$ cat src/rtl/core/annexb_pkg.sv
package annexb_pkg;

    // Width of the internal stream counters.
    localparam int COUNT_WIDTH = 24;

    // Width of the configuration register and of the result fields.
    localparam int OUT_WIDTH = 24;

    // Width used to compare an IDR count against the configured index.
    localparam int CMP_WIDTH = (COUNT_WIDTH > OUT_WIDTH) ? COUNT_WIDTH : OUT_WIDTH;

    // NAL header decoding.
    localparam logic [4:0] NAL_TYPE_MASK = 5'h1F;
    localparam logic [4:0] NAL_TYPE_IDR  = 5'd5;
    localparam logic [4:0] NAL_TYPE_MIN  = 5'd1;

    // Start code patterns as seen in the byte window, newest byte lowest.
    localparam logic [23:0] START_CODE_3 = 24'h000001;
    localparam logic [31:0] START_CODE_4 = 32'h00000001;
    localparam logic [31:0] WINDOW_IDLE  = 32'hFFFFFFFF;

    // Distance from the last header, saturating at four bytes.
    localparam int          GAP_WIDTH = 3;
    localparam logic [2:0]  GAP_MAX   = 3'd4;
    localparam logic [2:0]  GAP_SHORT = 3'd3;

    // Saturated counter value.
    localparam logic [COUNT_WIDTH-1:0] COUNT_MAX = {COUNT_WIDTH{1'b1}};

endpackage

$ cat src/rtl/core/annexb_stream_if.sv
// Input channel: one byte of the stream per transaction.
interface annexb_in_if;
    logic       valid;
    logic       ready;
    logic [7:0] data_byte;
    logic       end_of_stream;

    modport source (output valid, output data_byte, output end_of_stream, input ready);
    modport sink   (input valid, input data_byte, input end_of_stream, output ready);
endinterface

// Output channel: one summary per stream.
interface annexb_out_if;
    logic                             valid;
    logic                             ready;
    logic [annexb_pkg::OUT_WIDTH-1:0] slice_count;
    logic [annexb_pkg::OUT_WIDTH-1:0] idr_count;
    logic [annexb_pkg::OUT_WIDTH-1:0] target_frame_number;

    modport source (output valid, output slice_count, output idr_count,
                    output target_frame_number, input ready);
    modport sink   (input valid, input slice_count, input idr_count,
                    input target_frame_number, output ready);
endinterface

$ cat src/rtl/core/annexb_slice_and_idr_counter_core.sv
// A final byte is registered in the input stage, and its result is then registered in the result stage.
// Throughput: one byte per cycle while the input is not stalled, with one window and counter update per byte.
// A final byte waits in the input register while the previous result is still held;
// that is the only stall the result channel puts on the input.
// Reset (rst_n low, asynchronous) empties both stages, sets the window to all ones,
// clears the counters and sets the IDR index register to zero.
module annexb_slice_and_idr_counter_core
(
    input  logic                             clk,
    input  logic                             rst_n,
    input  logic                             cfg_write_en,
    input  logic [annexb_pkg::OUT_WIDTH-1:0] cfg_write_data,
    annexb_in_if.sink                        in_chan,
    annexb_out_if.source                     out_chan
);

    // Configuration register.
    logic [annexb_pkg::OUT_WIDTH-1:0] idr_target_reg;

    // Input stage.
    logic       in_vld_reg;
    logic [7:0] in_byte_reg;
    logic       in_eos_reg;
    logic       advance;

    // Stream state.
    logic [31:0]                        window_reg;
    logic [annexb_pkg::GAP_WIDTH-1:0]   gap_reg;
    logic [annexb_pkg::COUNT_WIDTH-1:0] slices_reg;
    logic [annexb_pkg::COUNT_WIDTH-1:0] idrs_reg;
    logic [annexb_pkg::COUNT_WIDTH-1:0] found_reg;
    logic                               target_found_reg;

    logic [31:0]                        window_next;
    logic [annexb_pkg::GAP_WIDTH-1:0]   gap_next;
    logic [annexb_pkg::COUNT_WIDTH-1:0] slices_next;
    logic [annexb_pkg::COUNT_WIDTH-1:0] idrs_next;
    logic [annexb_pkg::COUNT_WIDTH-1:0] found_next;
    logic                               target_found_next;

    // Result stage.
    logic                             out_vld_reg;
    logic [annexb_pkg::OUT_WIDTH-1:0] slice_count_reg;
    logic [annexb_pkg::OUT_WIDTH-1:0] idr_count_reg;
    logic [annexb_pkg::OUT_WIDTH-1:0] target_frame_reg;

    // Header decode.
    logic       hit;
    logic [4:0] nal_type;
    logic       is_slice;
    logic       is_idr;
    logic       target_match;

    // Configuration write.
    always_ff @(posedge clk or negedge rst_n)
    begin
        if (!rst_n)
        begin
            idr_target_reg <= '0;
        end
        else if (cfg_write_en)
        begin
            idr_target_reg <= cfg_write_data;
        end
    end

    // The input stage moves on unless it holds a final byte and the result is blocked.
    assign advance       = in_vld_reg && (!in_eos_reg || !out_vld_reg || out_chan.ready);
    assign in_chan.ready = !in_vld_reg || advance;

    always_ff @(posedge clk or negedge rst_n)
    begin
        if (!rst_n)
        begin
            in_vld_reg <= 1'b0;
        end
        else if (in_chan.ready)
        begin
            in_vld_reg <= in_chan.valid;
        end
    end

    always_ff @(posedge clk)
    begin
        if (in_chan.ready && in_chan.valid)
        begin
            in_byte_reg <= in_chan.data_byte;
            in_eos_reg  <= in_chan.end_of_stream;
        end
    end

    // Start code detection; on the final byte only the four-byte form counts.
    always_comb
    begin
        if (in_eos_reg)
        begin
            hit = (window_reg == annexb_pkg::START_CODE_4) && (gap_reg >= annexb_pkg::GAP_MAX);
        end
        else
        begin
            hit = (window_reg[23:0] == annexb_pkg::START_CODE_3)
                  && (gap_reg >= annexb_pkg::GAP_SHORT);
        end
    end

    assign nal_type     = in_byte_reg[4:0] & annexb_pkg::NAL_TYPE_MASK;
    assign is_slice     = hit && (nal_type >= annexb_pkg::NAL_TYPE_MIN)
                          && (nal_type <= annexb_pkg::NAL_TYPE_IDR);
    assign is_idr       = hit && (nal_type == annexb_pkg::NAL_TYPE_IDR);
    assign target_match = annexb_pkg::CMP_WIDTH'(idrs_reg)
                          == annexb_pkg::CMP_WIDTH'(idr_target_reg);

    // Counter and window update for one byte.
    always_comb
    begin
        slices_next       = slices_reg;
        idrs_next         = idrs_reg;
        found_next        = found_reg;
        target_found_next = target_found_reg;

        if (is_slice && (slices_reg != annexb_pkg::COUNT_MAX))
        begin
            slices_next = slices_reg + 1'b1;
        end
        if (is_idr)
        begin
            if (!target_found_reg && target_match)
            begin
                found_next        = slices_next;
                target_found_next = 1'b1;
            end
            if (idrs_reg != annexb_pkg::COUNT_MAX)
            begin
                idrs_next = idrs_reg + 1'b1;
            end
        end

        if (hit)
        begin
            gap_next = annexb_pkg::GAP_WIDTH'(1);
        end
        else if (gap_reg < annexb_pkg::GAP_MAX)
        begin
            gap_next = gap_reg + 1'b1;
        end
        else
        begin
            gap_next = gap_reg;
        end

        window_next = {window_reg[23:0], in_byte_reg};
    end

    // Stream state registers; cleared after the final byte.
    always_ff @(posedge clk or negedge rst_n)
    begin
        if (!rst_n)
        begin
            window_reg       <= annexb_pkg::WINDOW_IDLE;
            gap_reg          <= '0;
            slices_reg       <= '0;
            idrs_reg         <= '0;
            found_reg        <= '0;
            target_found_reg <= 1'b0;
        end
        else if (advance)
        begin
            if (in_eos_reg)
            begin
                window_reg       <= annexb_pkg::WINDOW_IDLE;
                gap_reg          <= '0;
                slices_reg       <= '0;
                idrs_reg         <= '0;
                found_reg        <= '0;
                target_found_reg <= 1'b0;
            end
            else
            begin
                window_reg       <= window_next;
                gap_reg          <= gap_next;
                slices_reg       <= slices_next;
                idrs_reg         <= idrs_next;
                found_reg        <= found_next;
                target_found_reg <= target_found_next;
            end
        end
    end

    // Result register.
    always_ff @(posedge clk or negedge rst_n)
    begin
        if (!rst_n)
        begin
            out_vld_reg <= 1'b0;
        end
        else if (advance && in_eos_reg)
        begin
            out_vld_reg <= 1'b1;
        end
        else if (out_chan.ready)
        begin
            out_vld_reg <= 1'b0;
        end
    end

    always_ff @(posedge clk)
    begin
        if (advance && in_eos_reg)
        begin
            slice_count_reg  <= annexb_pkg::OUT_WIDTH'(slices_next);
            idr_count_reg    <= annexb_pkg::OUT_WIDTH'(idrs_next);
            target_frame_reg <= target_found_next ? annexb_pkg::OUT_WIDTH'(found_next) : '0;
        end
    end

    assign out_chan.valid               = out_vld_reg;
    assign out_chan.slice_count         = slice_count_reg;
    assign out_chan.idr_count           = idr_count_reg;
    assign out_chan.target_frame_number = target_frame_reg;

    // A new result only follows a final byte leaving the input stage.
    assert property (@(posedge clk) disable iff (!rst_n)
        $rose(out_vld_reg) |-> $past(in_vld_reg && in_eos_reg))
        else $error("result appeared without a final byte");

    // Every IDR is also a slice, so the IDR count never passes the slice count.
    assert property (@(posedge clk) disable iff (!rst_n)
        idrs_reg <= slices_reg)
        else $error("IDR count exceeds slice count");

    // A latched slice number is nonzero and within the slices seen so far.
    assert property (@(posedge clk) disable iff (!rst_n)
        target_found_reg |-> (found_reg != '0) && (found_reg <= slices_reg))
        else $error("latched slice number out of range");

    // The distance to the last header saturates at four.
    assert property (@(posedge clk) disable iff (!rst_n)
        gap_reg <= annexb_pkg::GAP_MAX)
        else $error("header distance out of range");

    // After a final byte the stream state starts over.
    assert property (@(posedge clk) disable iff (!rst_n)
        (advance && in_eos_reg) |=> (slices_reg == '0) && (idrs_reg == '0)
                                    && !target_found_reg
                                    && (window_reg == annexb_pkg::WINDOW_IDLE))
        else $error("stream state not cleared after final byte");

endmodule
$ cat src/flat_wrapper.sv
// flat-port wrapper written by rule: the top's interface ports become plain ports
module annexb_slice_and_idr_counter_core_flat 
  (clk, rst_n, cfg_write_en, cfg_write_data, in_chan_valid, in_chan_data_byte, in_chan_end_of_stream, in_chan_ready, out_chan_valid, out_chan_slice_count, out_chan_idr_count, out_chan_target_frame_number, out_chan_ready);
  annexb_in_if in_chan_i ();
  annexb_out_if out_chan_i ();
  input  logic clk;
  input  logic rst_n;
  input  logic cfg_write_en;
  input  logic [annexb_pkg::OUT_WIDTH-1:0] cfg_write_data;
  input wire logic [$bits(in_chan_i.valid)-1:0] in_chan_valid;
  input wire logic [$bits(in_chan_i.data_byte)-1:0] in_chan_data_byte;
  input wire logic [$bits(in_chan_i.end_of_stream)-1:0] in_chan_end_of_stream;
  output wire logic [$bits(in_chan_i.ready)-1:0] in_chan_ready;
  output wire logic [$bits(out_chan_i.valid)-1:0] out_chan_valid;
  output wire logic [$bits(out_chan_i.slice_count)-1:0] out_chan_slice_count;
  output wire logic [$bits(out_chan_i.idr_count)-1:0] out_chan_idr_count;
  output wire logic [$bits(out_chan_i.target_frame_number)-1:0] out_chan_target_frame_number;
  input wire logic [$bits(out_chan_i.ready)-1:0] out_chan_ready;
  assign in_chan_i.valid = in_chan_valid;
  assign in_chan_i.data_byte = in_chan_data_byte;
  assign in_chan_i.end_of_stream = in_chan_end_of_stream;
  assign in_chan_ready = in_chan_i.ready;
  assign out_chan_valid = out_chan_i.valid;
  assign out_chan_slice_count = out_chan_i.slice_count;
  assign out_chan_idr_count = out_chan_i.idr_count;
  assign out_chan_target_frame_number = out_chan_i.target_frame_number;
  assign out_chan_i.ready = out_chan_ready;
  annexb_slice_and_idr_counter_core u_core (.clk(clk), .rst_n(rst_n), .cfg_write_en(cfg_write_en), .cfg_write_data(cfg_write_data), .in_chan(in_chan_i), .out_chan(out_chan_i));
endmodule
$ cat config.mk
export PLATFORM = sky130hd
export DESIGN_NAME = annexb_slice_and_idr_counter_core_flat
export DESIGN_NICKNAME = d
export VERILOG_FILES = /design/src/rtl/core/annexb_pkg.sv /design/src/rtl/core/annexb_stream_if.sv /design/src/rtl/core/annexb_slice_and_idr_counter_core.sv /design/src/flat_wrapper.sv
export SDC_FILE = /design/constraint.sdc
export NUM_CORES = 1
export LEC_CHECK = 0
export ABC_AREA = 1
export BUFFER_PORTS_ARGS = -buffer_cell sky130_fd_sc_hd__buf_4
export CORE_ASPECT_RATIO = 0.6
export CORE_MARGIN = 1.5
export CORE_UTILIZATION = 53
export CTS_CLUSTER_DIAMETER = 120
export DETAILED_ROUTE_END_ITERATION = 6
export PLACE_DENSITY = 0.79
export SLEW_MARGIN = 20
export SYNTH_ARGS = -nofsm -noshare
export SYNTH_HDL_FRONTEND = slang
export SYNTH_SLANG_ARGS = --single-unit
$ cat constraint.sdc
create_clock -name clk -period 2.8 [get_ports clk]
set_input_delay 0.28 -clock clk [delete_from_list [all_inputs] [get_ports clk]]
set_output_delay 0.28 -clock clk [all_outputs]
set_load 0.01 [all_outputs]
==> reports/qor.csv, run 1 <==
stage,metric,value,unit
logic_synthesis,Post-synth top cells,"303 x nand2_1, 161 x inv_1, 104 x nor2_1",
global_route,Total GRT Usage,26.0,%
timing,RSZ-0062 raised after global routing,false,
die,die span in y,112,µm
clock_tree,CTS root buf,clkbuf_16,
clock_tree,clock latency on the worst-skew pair,0.51,ns
global_route,largest net degree at the start of global routing,56,
worst_setup_path,WP buf/inv,2,
worst_setup_path,most frequent CP cell,nand2_1,
logic_synthesis,syn_nets,1216,
place,gpl congestion,0.947,
hold_path,hold path cells,2,
clock_tree,CTS tree,yes,
worst_setup_path,Reg-to-Reg End,u_core.out_chan.target_frame_number[1]$_SDFFCE_PP0P_,
worst_setup_path,Critical Path RT,3.04,ns
worst_setup_path,slowest CP cell,dfrtp_1,
clock_tree,CTS Buffer Depth,3,
timing,Tmin final,2.33,ns
power,Pwr Density,553,mW/mm²
logic_synthesis,Post-synth ARST share,62.3,%
detailed_routing,DR pass1 iterations,6,
logic_synthesis,Synth warnings,0,
worst_setup_path,crit path capture type,flop,
timing,setup violators final,0,
worst_setup_path,CP Launch Type,flop,
worst_setup_path,reg-to-reg startpoint,u_core.slices_reg[1]$_DFFE_PN0P_,
die,Die X,185,µm
final_layout,final std cells w/o fill,1592,
die,core area,0.0193,mm²
logic_synthesis,Synth Register Bits,215,
die,Die Footprint,0.0208,mm²
global_route,"Remaining Overflow, GRT",0,
run,Max Cap Viol,0,
logic_synthesis,Mapped Cells,1174,
global_route,number of global-route vias before repair,8226,
place,DP Cell Count,1532,
global_route,first-pass GRT wire length,42600,µm
worst_setup_path,reg2reg path depth,15,
worst_setup_path,Setup CP Type,reg2reg,
final_layout,synth-to-layout area growth,19.9,%
worst_setup_path,largest fanout on the critical path,24,
final_layout,antenna diode count,0,
power,total chip power,7.01,mW
place,PortBufs,111,
detailed_routing,drt first-iter violations,714,
die,Initial Util,54.9,%
timing,relative slew slack,58.8,%
timing,Slew @ Worst Pin,0.616,ns
clock_tree,Clock Pin Slew Worst Setup and Hold Paths,0.07,ns
die,Rows,39,
detailed_routing,Vias,8423,
outcome,run status,finished clean,
logic_synthesis,Post-synth top flop,dfrtp_1,
logic_synthesis,synth top area cells,"dfrtp_1 24%, edfxtp_1 23%, nand2_1 11%, dfstp_2 7.9%, inv_1 5.7%",
detailed_routing,Via density,5.29,
timing,FMAX,0.428,GHz
place,post-DP HPWL,17600,µm
detailed_routing,post-route ant nets,0,
timing,final hold vios,0,
timing,max-slew violation count,0,
die,IO Pins,112,
worst_setup_path,crit-path cells,ha_1 > nand2_2 > nor2_4 > nand2_4 > nor2_8 > nand3_2 > nand2_4 > nor2_8 > buf_12 > nand2_1 > o21ai_4 > inv_2 > nand2_1 > nand2_1 > nor2_1,
clock_tree,H-Tree Depth,1,
logic_synthesis,post-synth top area share,24.1,%
detailed_routing,Post-Route WL,26000,µm
logic_synthesis,top cell type by total area after synthesis,dfrtp_1,
logic_synthesis,Unique masters post-synth,44,
logic_synthesis,synthesized area,0.0106,mm²
timing,Layout Skew,0.0183,ns
hold_path,hold endpoint,u_core.idr_target_reg[8]$_DFFE_PN0P_,
global_route,number of antenna violations at the first check in global routing,0,
power,VDD IR max,379,µV
timing,Setup TNS,0,ns
detailed_routing,Wirelength per Cell,16.3,µm
logic_synthesis,"EDFF count, synth",81,
power,static leakage,5.89,nW
clock_tree,CTS Buf Count,21,
hold_path,hold_sp,cfg_write_data[8],
final_layout,max FFs per register,32,
worst_setup_path,Max stage delay on crit path,0.38,ns
detailed_routing,DRC Markers,0,
logic_synthesis,post-synthesis sequential area ratio,55.1,%
timing,crit share post-route,83.4,%
worst_setup_path,CP arrival,2.58,ns
hold_path,worst hold path class,in2reg,
logic_synthesis,most common cell in the netlist,nand2_1,
worst_setup_path,critical path's top delay family,simple AND/OR/NAND/NOR gates,
final_layout,Layout Nets,1353,
final_layout,share of cells above drive strength 1,21.6,%
logic_synthesis,average size of a mapped cell,9.01,µm²
worst_setup_path,reg2reg setup slack,0.47,ns
clock_tree,Sinks on Clock Net,215,
[layer usage]
| layer | vias up | global-route usage [%] | share of wire (%) |
|---|---|---|---|
| met3 | 29 | 5.32 | 8.1 |
| met2 | 315 | 38.9 | 44 |
| met1 | 4011 | 39.4 | 47 |
| met5 | - | 0 | 0 |
| met4 | 0 | 4.93 | 1.2 |
| li1 | 4068 | - | - |
[worst max path at each step]
stage | startpoint | to | slack [ns] | cells past startpoint
finish | u_core.slices_reg[1]$_DFFE_PN0P_ | u_core.out_chan.target_frame_number[1]$_SDFFCE_PP0P_ | 0.47 | 15
global route | u_core.gap_reg[2]$_DFFE_PN0P_ | u_core.out_chan.target_frame_number[11]$_SDFFCE_PP0P_ | 0.30 | 16
CTS | u_core.slices_reg[1]$_DFFE_PN0P_ | u_core.out_chan.target_frame_number[1]$_SDFFCE_PP0P_ | 0.47 | 15
detailed placement | u_core.gap_reg[0]$_DFFE_PN0P_ | u_core.out_chan.target_frame_number[10]$_SDFFCE_PP0P_ | 0.50 | 13
global placement | u_core.in_byte_reg[3]$_DFFE_PP_ | u_core.out_chan.target_frame_number[5]$_SDFFCE_PP0P_ | 0.55 | 10
floorplan | u_core.out_chan.valid$_DFFE_PN0P_ | u_core.target_found_reg$_DFFE_PN0P_ | 0.29 | 7
[layout make-up]
cell class / instances / area (µm²)
fill: 1558 / 6600
timing repair buffer: 153 / 1280
multi-input combinational: 747 / 3900
tap: 266 / 333
inverter: 173 / 653
clock buffer: 27 / 598
clock inverter: 11 / 87.6
sequential: 215 / 5830
[per-stage QoR]
stage	utilization [%]	setup slack, ns	cell area [µm²]	hold WS [ns]
2_1_floorplan	-	0.287	10600	-0.0156
3_3_place_gp	61.1	0.550	11800	0.251
3_5_place_dp	61.1	0.501	11800	0.255
4_1_cts	65.8	0.475	12700	0.000283
5_1_grt	65.8	0.301	12700	0.00127
6_report	65.8	0.466	12700	0.0123
[cell families (layout without fill, tap and decap cells)]
kind of cell    after synthesis  count (layout)  share of synthesized area (%)
fa+ha+maj                     4               4                          0.473
buf+inv                     212             364                           8.14
flops                       215             215                           55.1
xor+xnor                     36              36                           3.05
compound gates              102             102                           6.02
simple gates                585             585                           25.1
mux                          20              20                           2.13
[where the power goes]
| group | internal [mW] | switching (mW) |
|---|---|---|
| sequential | 3.46 | 0.0904 |
| clock | 1.61 | 1.22 |
| combinational | 0.258 | 0.377 |
[timing repair]
item / CTS / global route
hold buffers: 22 / 0
resized for setup: 0 / 0
hold endpoints to repair: 34 / 0
setup endpoints to repair: 0 / 0
buffers inserted: 0 / 0
[layout by cell type (no fill, tap or decap), types with 2 or more instances in the layout]
cell | netlist | routed
nand2_2 | 11 | 12
nor2_8 | 2 | 2
nand4_1 | 22 | 22
o22ai_1 | 20 | 20
clkbuf_8 | 0 | 5
xnor2_1 | 5 | 5
dfstp_2 | 32 | 32
buf_12 | 0 | 6
nor2_4 | 5 | 6
o21ai_0 | 32 | 32
nor2_1 | 104 | 102
inv_6 | 0 | 2
inv_2 | 12 | 12
and2_1 | 5 | 5
nand3_1 | 94 | 94
clkinvlp_4 | 0 | 2
nand3_2 | 17 | 17
clkbuf_16 | 0 | 21
o21ai_4 | 2 | 2
nand2_4 | 2 | 2
nand2_1 | 303 | 302
edfxtp_1 | 81 | 81
ha_1 | 4 | 4
dlygate4sd3_1 | 0 | 22
xor2_1 | 30 | 30
mux2_2 | 20 | 20
a22oi_1 | 25 | 25
dfrtp_1 | 102 | 102
inv_1 | 161 | 160
clkinv_2 | 0 | 5
nor3_1 | 7 | 7
clkinv_1 | 0 | 2
a21oi_1 | 16 | 16
buf_4 | 2 | 125
nor2_2 | 8 | 9
a21oi_2 | 2 | 2
Power figures use the tool's default switching activity.
==> run 2: changes to the inputs <==
- CORE_UTILIZATION: 53 -> 55
- PLACE_DENSITY: 0.79 -> 0.78
- clock period: 2.8 -> 2.2 ns (I/O delays scaled with it)
==> run 2 against run 1 <==
Worst setup slack lost 0.43 ns; clock skew shrank 0.0052 ns; total power grew 25%; first-iteration DRC count grew 8.3%; hold slack gained 0.15 ns; clock power grew 20%; non-clock buffer count grew 53.
==> reports/qor.csv, run 2 (same netlist as run 1, synthesis figures left out) <==
stage,metric,value,unit,change
outcome,run status,finished clean,,unchanged
power,Pwr Density,662,mW/mm²,was 553 mW/mm²
detailed_routing,Wirelength per Cell,16.7,µm,was 16.3 µm
final_layout,Layout Nets,1405,,"was 1,353"
timing,Tmin final,2.16,ns,was 2.33 ns
worst_setup_path,reg2reg setup slack,0.04,ns,was 0.47 ns
final_layout,Multi-input gate area,0.00401,mm²,was 0.00390 mm²
timing,Setup WS post-layout,0.0387,ns,was 0.466 ns
final_layout,antenna diode count,0,,unchanged
final_layout,final std cells w/o fill,1623,,"was 1,592"
power,total chip power,8.77,mW,was 7.01 mW
worst_setup_path,CP endpoint,u_core.out_chan.target_frame_number[17]$_SDFFCE_PP0P_,,was u_core.out_chan.target_frame_number[1]$_SDFFCE_PP0P_
final_layout,Fill cells,1418,,"was 1,558"
timing,FMAX,0.463,GHz,was 0.428 GHz
clock_tree,Sinks on Clock Net,215,,unchanged
worst_setup_path,Setup crit start,u_core.idrs_reg[14]$_DFFE_PN0P_,,was u_core.slices_reg[1]$_DFFE_PN0P_
final_layout,"commonest non-fill, non-tap cells in the layout","291 x nand2_1, 157 x inv_1, 156 x buf_4",,"was 302 x nand2_1, 160 x inv_1, 125 x buf_4"
worst_setup_path,reg2reg path depth,11,,was 15
timing,RSZ-0062 raised after global routing,true,,was false
clock_tree,clock latency on the worst-skew pair,0.50,ns,was 0.51 ns
clock_tree,CTS root buf,clkbuf_16,,unchanged
detailed_routing,DRC Markers,0,,unchanged
clock_tree,CTS Buffer Depth,3,,unchanged
final_layout,share of cells above drive strength 1,25.2,%,was 21.6%
worst_setup_path,Critical Path RT,2.45,ns,was 3.04 ns
place,dpl ws,0.0159,ns,was 0.501 ns
final_layout,synth-to-layout area growth,25.3,%,was 19.9%
timing,crit share post-route,98.2,%,was 83.4%
detailed_routing,DR pass1 iterations,5,,was 6
global_route,Total GRT Usage,26.9,%,was 26.0%
worst_setup_path,Setup CP Type,reg2reg,,unchanged
worst_setup_path,largest fanout on the critical path,6,,was 24
worst_setup_path,Reg-to-Reg End,u_core.out_chan.target_frame_number[17]$_SDFFCE_PP0P_,,was u_core.out_chan.target_frame_number[1]$_SDFFCE_PP0P_
global_route,largest net degree at the start of global routing,66,,was 56
worst_setup_path,crit path capture type,flop,,unchanged
timing,max-slew violation count,0,,unchanged
power,static leakage,6.17,nW,was 5.89 nW
die,Rows,39,,unchanged
clock_tree,H-Tree Depth,1,,unchanged
hold_path,worst hold path class,in2reg,,unchanged
global_route,number of global-route vias before repair,8517,,"was 8,226"
timing,relative slew slack,50.0,%,was 58.8%
worst_setup_path,reg-to-reg startpoint,u_core.idrs_reg[14]$_DFFE_PN0P_,,was u_core.slices_reg[1]$_DFFE_PN0P_
timing,Layout Skew,0.0131,ns,was 0.0183 ns
final_layout,max FFs per register,32,,unchanged
detailed_routing,post-route ant nets,0,,unchanged
place,gpl congestion,0.952,,was 0.947
clock_tree,CTS Buf Count,20,,was 21
timing,final hold vios,0,,unchanged
worst_setup_path,CP Launch Type,flop,,unchanged
die,Die X,182,µm,was 185 µm
global_route,first-pass GRT wire length,43300,µm,"was 42,600 µm"
detailed_routing,Vias,8868,,"was 8,423"
clock_tree,Clock Pin Slew Worst Setup and Hold Paths,0.07,ns,about the same
die,Die Footprint,0.0201,mm²,was 0.0208 mm²
detailed_routing,Via density,5.46,,was 5.29
final_layout,"commonest non-fill, non-tap cell in the layout",nand2_1,,unchanged
final_layout,Reg area,0.00583,mm²,about the same
die,die span in y,110,µm,was 112 µm
power,VDD IR max,546,µV,was 379 µV
die,core area,0.0189,mm²,was 0.0193 mm²
detailed_routing,Post-Route WL,27200,µm,"was 26,000 µm"
timing,setup violators final,0,,unchanged
timing,Slew @ Worst Pin,0.749,ns,was 0.616 ns
worst_setup_path,CP arrival,2.41,ns,was 2.58 ns
die,IO Pins,112,,unchanged
place,post-DP HPWL,17700,µm,"was 17,600 µm"
die,Initial Util,55.9,%,was 54.9%
run,Max Cap Viol,0,,unchanged
global_route,"Remaining Overflow, GRT",0,,unchanged
place,PortBufs,111,,unchanged
detailed_routing,drt first-iter violations,773,,was 714
place,DP Cell Count,1536,,"was 1,532"
global_route,number of antenna violations at the first check in global routing,0,,unchanged
clock_tree,CTS tree,yes,,unchanged
run 2: critical path, stage by stage, from the launching register on:
cell	delay, ns
dfrtp_2	0.46
xor2_1	0.20
nor2_1	0.15
nand2_1	0.11
nor2_4	0.15
nand3_4	0.12
nor3_4	0.20
buf_4	0.16
buf_6	0.16
nand3_2	0.10
nand2_1	0.07
nor2_1	0.04
run 2: power by group:
part           switching (mW)  internal [mW]
clock                    1.47           1.93
combinational           0.504          0.346
sequential              0.120           4.40
run 2: worst min path at each step:
stage                       startpoint                                     to  slack (ns)  depth (start not counted)
after detailed placement         rst_n       u_core.found_reg[14]$_DFFE_PN0P_        0.21                          1
after global placement           rst_n       u_core.found_reg[15]$_DFFE_PN0P_        0.20                          1
after floorplan                  rst_n        u_core.found_reg[0]$_DFFE_PN0P_       -0.08                          0
after global routing      cfg_write_en  u_core.idr_target_reg[13]$_DFFE_PN0P_        0.18                          3
after CTS                 cfg_write_en   u_core.idr_target_reg[3]$_DFFE_PN0P_        0.14                          3
final                     cfg_write_en   u_core.idr_target_reg[3]$_DFFE_PN0P_        0.16                          3
run 2: per-layer routing:
metal	wire, µm	share of wire [%]	up-vias	GRT usage, %
li1	-	-	4177	-
met1	12300	45	4237	40.1
met2	12100	44	405	40.4
met3	2330	8.6	49	5.57
met4	487	1.8	0	6.89
met5	0	0	-	0
run 2: area by class of cell:
type                    instances  share of cell area, %
flip-flops and latches        215                   44.0
multi-input cells             747                   30.3
repair buffers                206                   13.7
inverters                     173                   4.93
clock buffers                  30                   4.62
well taps                     246                   2.32
clock inverters                 6                  0.208
run 2: metrics by stage:
step	TNS (ns)	utilization, %	cell area (µm²)	hold WS (ns)
2_1_floorplan	-14.24	-	10600	-0.0756
3_3_place_gp	0	63.4	12000	0.205
3_5_place_dp	0	63.4	12000	0.211
4_1_cts	0	68.7	13000	0.139
5_1_grt	-0.763	70.0	13300	0.178
6_report	0	70.0	13300	0.159
run 2: what timing repair did:
item                                    CTS  global route
endpoints found under the setup margin    0            60
hold buffers                             36             0
gates resized for setup                   0            33
hold endpoints to repair                 51             0
setup buffers                             0            12
==> run 3: changes to the inputs <==
- CORE_ASPECT_RATIO: 0.6 -> unset
==> run 3 against run 2 <==
The flow now finishes with violations (setup timing); routed wire length up 2.8%; clock skew down 0.0039 ns; critical path depth rose by 3; combinational power increased by 9.8%; first-iteration DRC count up 15%; die area fell by 0.13%; flip-flop and latch count unchanged; via count up 0.74%; hold slack got worse by 0.034 ns; non-clock buffer count increased by 1; maximum frequency is 3.6% lower; clock power rose by 7.6%; critical path type unchanged; largest cell class unchanged; highest routed layer unchanged.
==> reports/qor.csv, run 3 (same netlist as run 1, synthesis figures left out) <==
stage,metric,value,unit,change
worst_setup_path,slowest CP cell,dfrtp_1,,was dfrtp_2
final_layout,final std cells w/o fill,1617,,"was 1,623"
final_layout,Fill cells,1308,,"was 1,418"
final_layout,post-route cell area,0.0137,mm²,was 0.0133 mm²
worst_setup_path,Critical Path RT,2.46,ns,was 2.45 ns
place,Post-DP Area,0.0119,mm²,was 0.0120 mm²
timing,crit share post-route,102,%,was 98.2%
final_layout,final core utilization,73.0,%,was 70.0%
detailed_routing,DR top layer,met4,,unchanged
detailed_routing,Wirelength per Cell,17.3,µm,was 16.7 µm
detailed_routing,Via density,5.53,,was 5.46
die,Die X,142,µm,was 182 µm
worst_setup_path,largest fanout on the critical path,6,,unchanged
power,VDD IR max,612,µV,was 546 µV
detailed_routing,DR pass1 iterations,5,,unchanged
timing,Tmin final,2.24,ns,was 2.16 ns
global_route,"Remaining Overflow, GRT",0,,unchanged
detailed_routing,Post-Route M1 WL,11000,µm,"was 12,300 µm"
timing,Slew @ Worst Pin,0.570,ns,was 0.749 ns
die,Rows,50,,was 39
run,Max Cap Viol,0,,unchanged
clock_tree,H-Tree Depth,1,,unchanged
die,Die Footprint,0.0201,mm²,about the same
detailed_routing,Post-Route WL,27900,µm,"was 27,200 µm"
timing,RSZ-0062 raised after global routing,true,,unchanged
final_layout,Layout Nets,1409,,"was 1,405"
hold_path,worst hold path class,in2reg,,unchanged
timing,Layout Skew,0.00919,ns,was 0.0131 ns
worst_setup_path,most frequent CP cell,nand2_1,,
die,Initial Util,56.4,%,was 55.9%
place,gpl congestion,0.934,,was 0.952
detailed_routing,DR WL met3,1870,µm,was 2330 µm
timing,Setup WS post-layout,-0.0413,ns,was 0.0387 ns
worst_setup_path,crit path capture type,flop,,unchanged
clock_tree,Sinks on Clock Net,215,,unchanged
detailed_routing,DRC Markers,0,,unchanged
clock_tree,Clock Pin Slew Worst Setup and Hold Paths,0.06,ns,was 0.07 ns
final_layout,max FFs per register,32,,unchanged
outcome,failing checks,setup timing,,
global_route,largest net degree at the start of global routing,75,,was 66
clock_tree,CTS Buffer Depth,3,,unchanged
place,PortBufs,111,,unchanged
clock_tree,CTS root buf,clkbuf_16,,unchanged
global_route,first-pass GRT wire length,40900,µm,"was 43,300 µm"
worst_setup_path,Max stage delay on crit path,0.41,ns,was 0.46 ns
global_route,Total GRT Usage,25.5,%,was 26.9%
worst_setup_path,WP buf/inv,2,,unchanged
outcome,run status,"complete, but fails checks",,was finished clean
detailed_routing,Vias,8934,,"was 8,868"
worst_setup_path,crit-path cells,ha_2 > ha_4 > a21oi_2 > nand2_1 > nand2_2 > o21ai_4 > buf_12 > nand3_4 > nor2_4 > nand2_4 > clkbuf_16 > nand2_1 > nand2_1 > nor2_1,,was xor2_1 > nor2_1 > nand2_1 > nor2_4 > nand3_4 > nor3_4 > buf_4 > buf_6 > nand3_2 > nand2_1 > nor2_1
final_layout,synth-to-layout area growth,29.5,%,was 25.3%
worst_setup_path,CP Launch Type,flop,,unchanged
power,total chip power,9.11,mW,was 8.77 mW
die,die span in y,142,µm,was 110 µm
final_layout,"commonest non-fill, non-tap cells in the layout","253 x nand2_1, 157 x inv_1, 146 x buf_4",,"was 291 x nand2_1, 157 x inv_1, 156 x buf_4"
worst_setup_path,CP arrival,2.50,ns,was 2.41 ns
timing,relative slew slack,62.0,%,was 50.0%
final_layout,antenna diode count,0,,unchanged
place,post-DP HPWL,16600,µm,"was 17,700 µm"
final_layout,"commonest non-fill, non-tap cell in the layout",nand2_1,,unchanged
power,static leakage,6.35,nW,was 6.17 nW
timing,setup violators final,17,,was 0
power,Pwr Density,665,mW/mm²,was 662 mW/mm²
timing,FMAX,0.446,GHz,was 0.463 GHz
clock_tree,CTS tree,yes,,unchanged
die,IO Pins,112,,unchanged
timing,final hold vios,0,,unchanged
clock_tree,clock latency on the worst-skew pair,0.51,ns,was 0.50 ns
detailed_routing,drt first-iter violations,886,,was 773
clock_tree,CTS Buf Count,23,,was 20
global_route,number of antenna violations at the first check in global routing,0,,unchanged
global_route,number of global-route vias before repair,8349,,"was 8,517"
detailed_routing,post-route ant nets,0,,unchanged
die,core area,0.0188,mm²,was 0.0189 mm²
final_layout,share of cells above drive strength 1,29.3,%,was 25.2%
timing,max-slew violation count,0,,unchanged
worst_setup_path,Setup CP Type,reg2reg,,unchanged
worst_setup_path,critical path's top delay family,simple AND/OR/NAND/NOR gates,,unchanged
detailed_routing,met2 wire length,14000,µm,"was 12,100 µm"
place,DP Cell Count,1516,,"was 1,536"
-- run 3: power by group --
part           internal, mW  switching, mW
Clock                  2.12           1.54
Sequential             4.40          0.117
Combinational         0.409          0.524
Total                  6.93           2.19
-- run 3: cell type report --
type	instances	area (µm²)	area share, %
Clock buffer	32	629	4.60
Clock inverter	9	78.8	0.576
Inverter	173	653	4.77
Multi-Input combinational cell	747	4230	30.9
Sequential cell	215	5830	42.6
Tap cell	234	293	2.14
Timing Repair Buffer	207	1980	14.5
-- run 3: worst paths after layout --
| path | endpoint | startpoint | slack (ns) | cells after the start |
|---|---|---|---|---|
| worst min register to register | u_core.found_reg[20]$_DFFE_PN0P_ | u_core.found_reg[20]$_DFFE_PN0P_ | 0.49 | 2 |
| worst max register to register | u_core.out_chan.target_frame_number[17]$_SDFFCE_PP0P_ | u_core.gap_reg[1]$_DFFE_PN0P_ | -0.04 | 14 |
| worst min-delay path | u_core.idr_target_reg[3]$_DFFE_PN0P_ | cfg_write_en | 0.13 | 3 |
| worst max-delay path | u_core.out_chan.target_frame_number[17]$_SDFFCE_PP0P_ | u_core.gap_reg[1]$_DFFE_PN0P_ | -0.04 | 14 |
| min in group asynchronous | u_core.found_reg[11]$_DFFE_PN0P_ | rst_n | 0.22 | 2 |
| max in group asynchronous | u_core.window_reg[27]$_DFFE_PN1P_ | rst_n | 1.28 | 3 |
-- run 3: metal layers --
metal,global-route usage [%],vias up
met5,0,-
met4,8.30,0
met3,3.54,96
met2,44.4,391
met1,33.1,4266
li1,-,4181
-- run 3: worst reg2reg max path, delay by kind of cell, from the launching register on --
kind,cells,cell delay [ns]
AO/OA/AOI/OAI,2,0.19
adder cells (fa/ha/maj),2,0.36
buffers and inverters,2,0.34
flip-flops,1,0.41
AND/OR/NAND/NOR,8,0.70
-- run 3: timing repair --
item,CTS,global route
endpoints found under the hold margin,62,0
endpoints found under the setup margin,5,82
cloned,0,11
resized for setup,1,99
pin swaps,0,23
setup buffers,0,13
hold buffers,36,0
-- run 3: metrics by stage --
step / setup TNS [ns] / worst slack [ns] / hold slack, ns
after floorplan: -14.24 / -0.196 / -0.0756
after global placement: 0 / 0.107 / 0.210
after detailed placement: -0.00706 / -0.00469 / 0.205
after CTS: -0.0106 / -0.0106 / 0.111
after global routing: -2.82 / -0.107 / 0.127
final: -0.395 / -0.0413 / 0.125
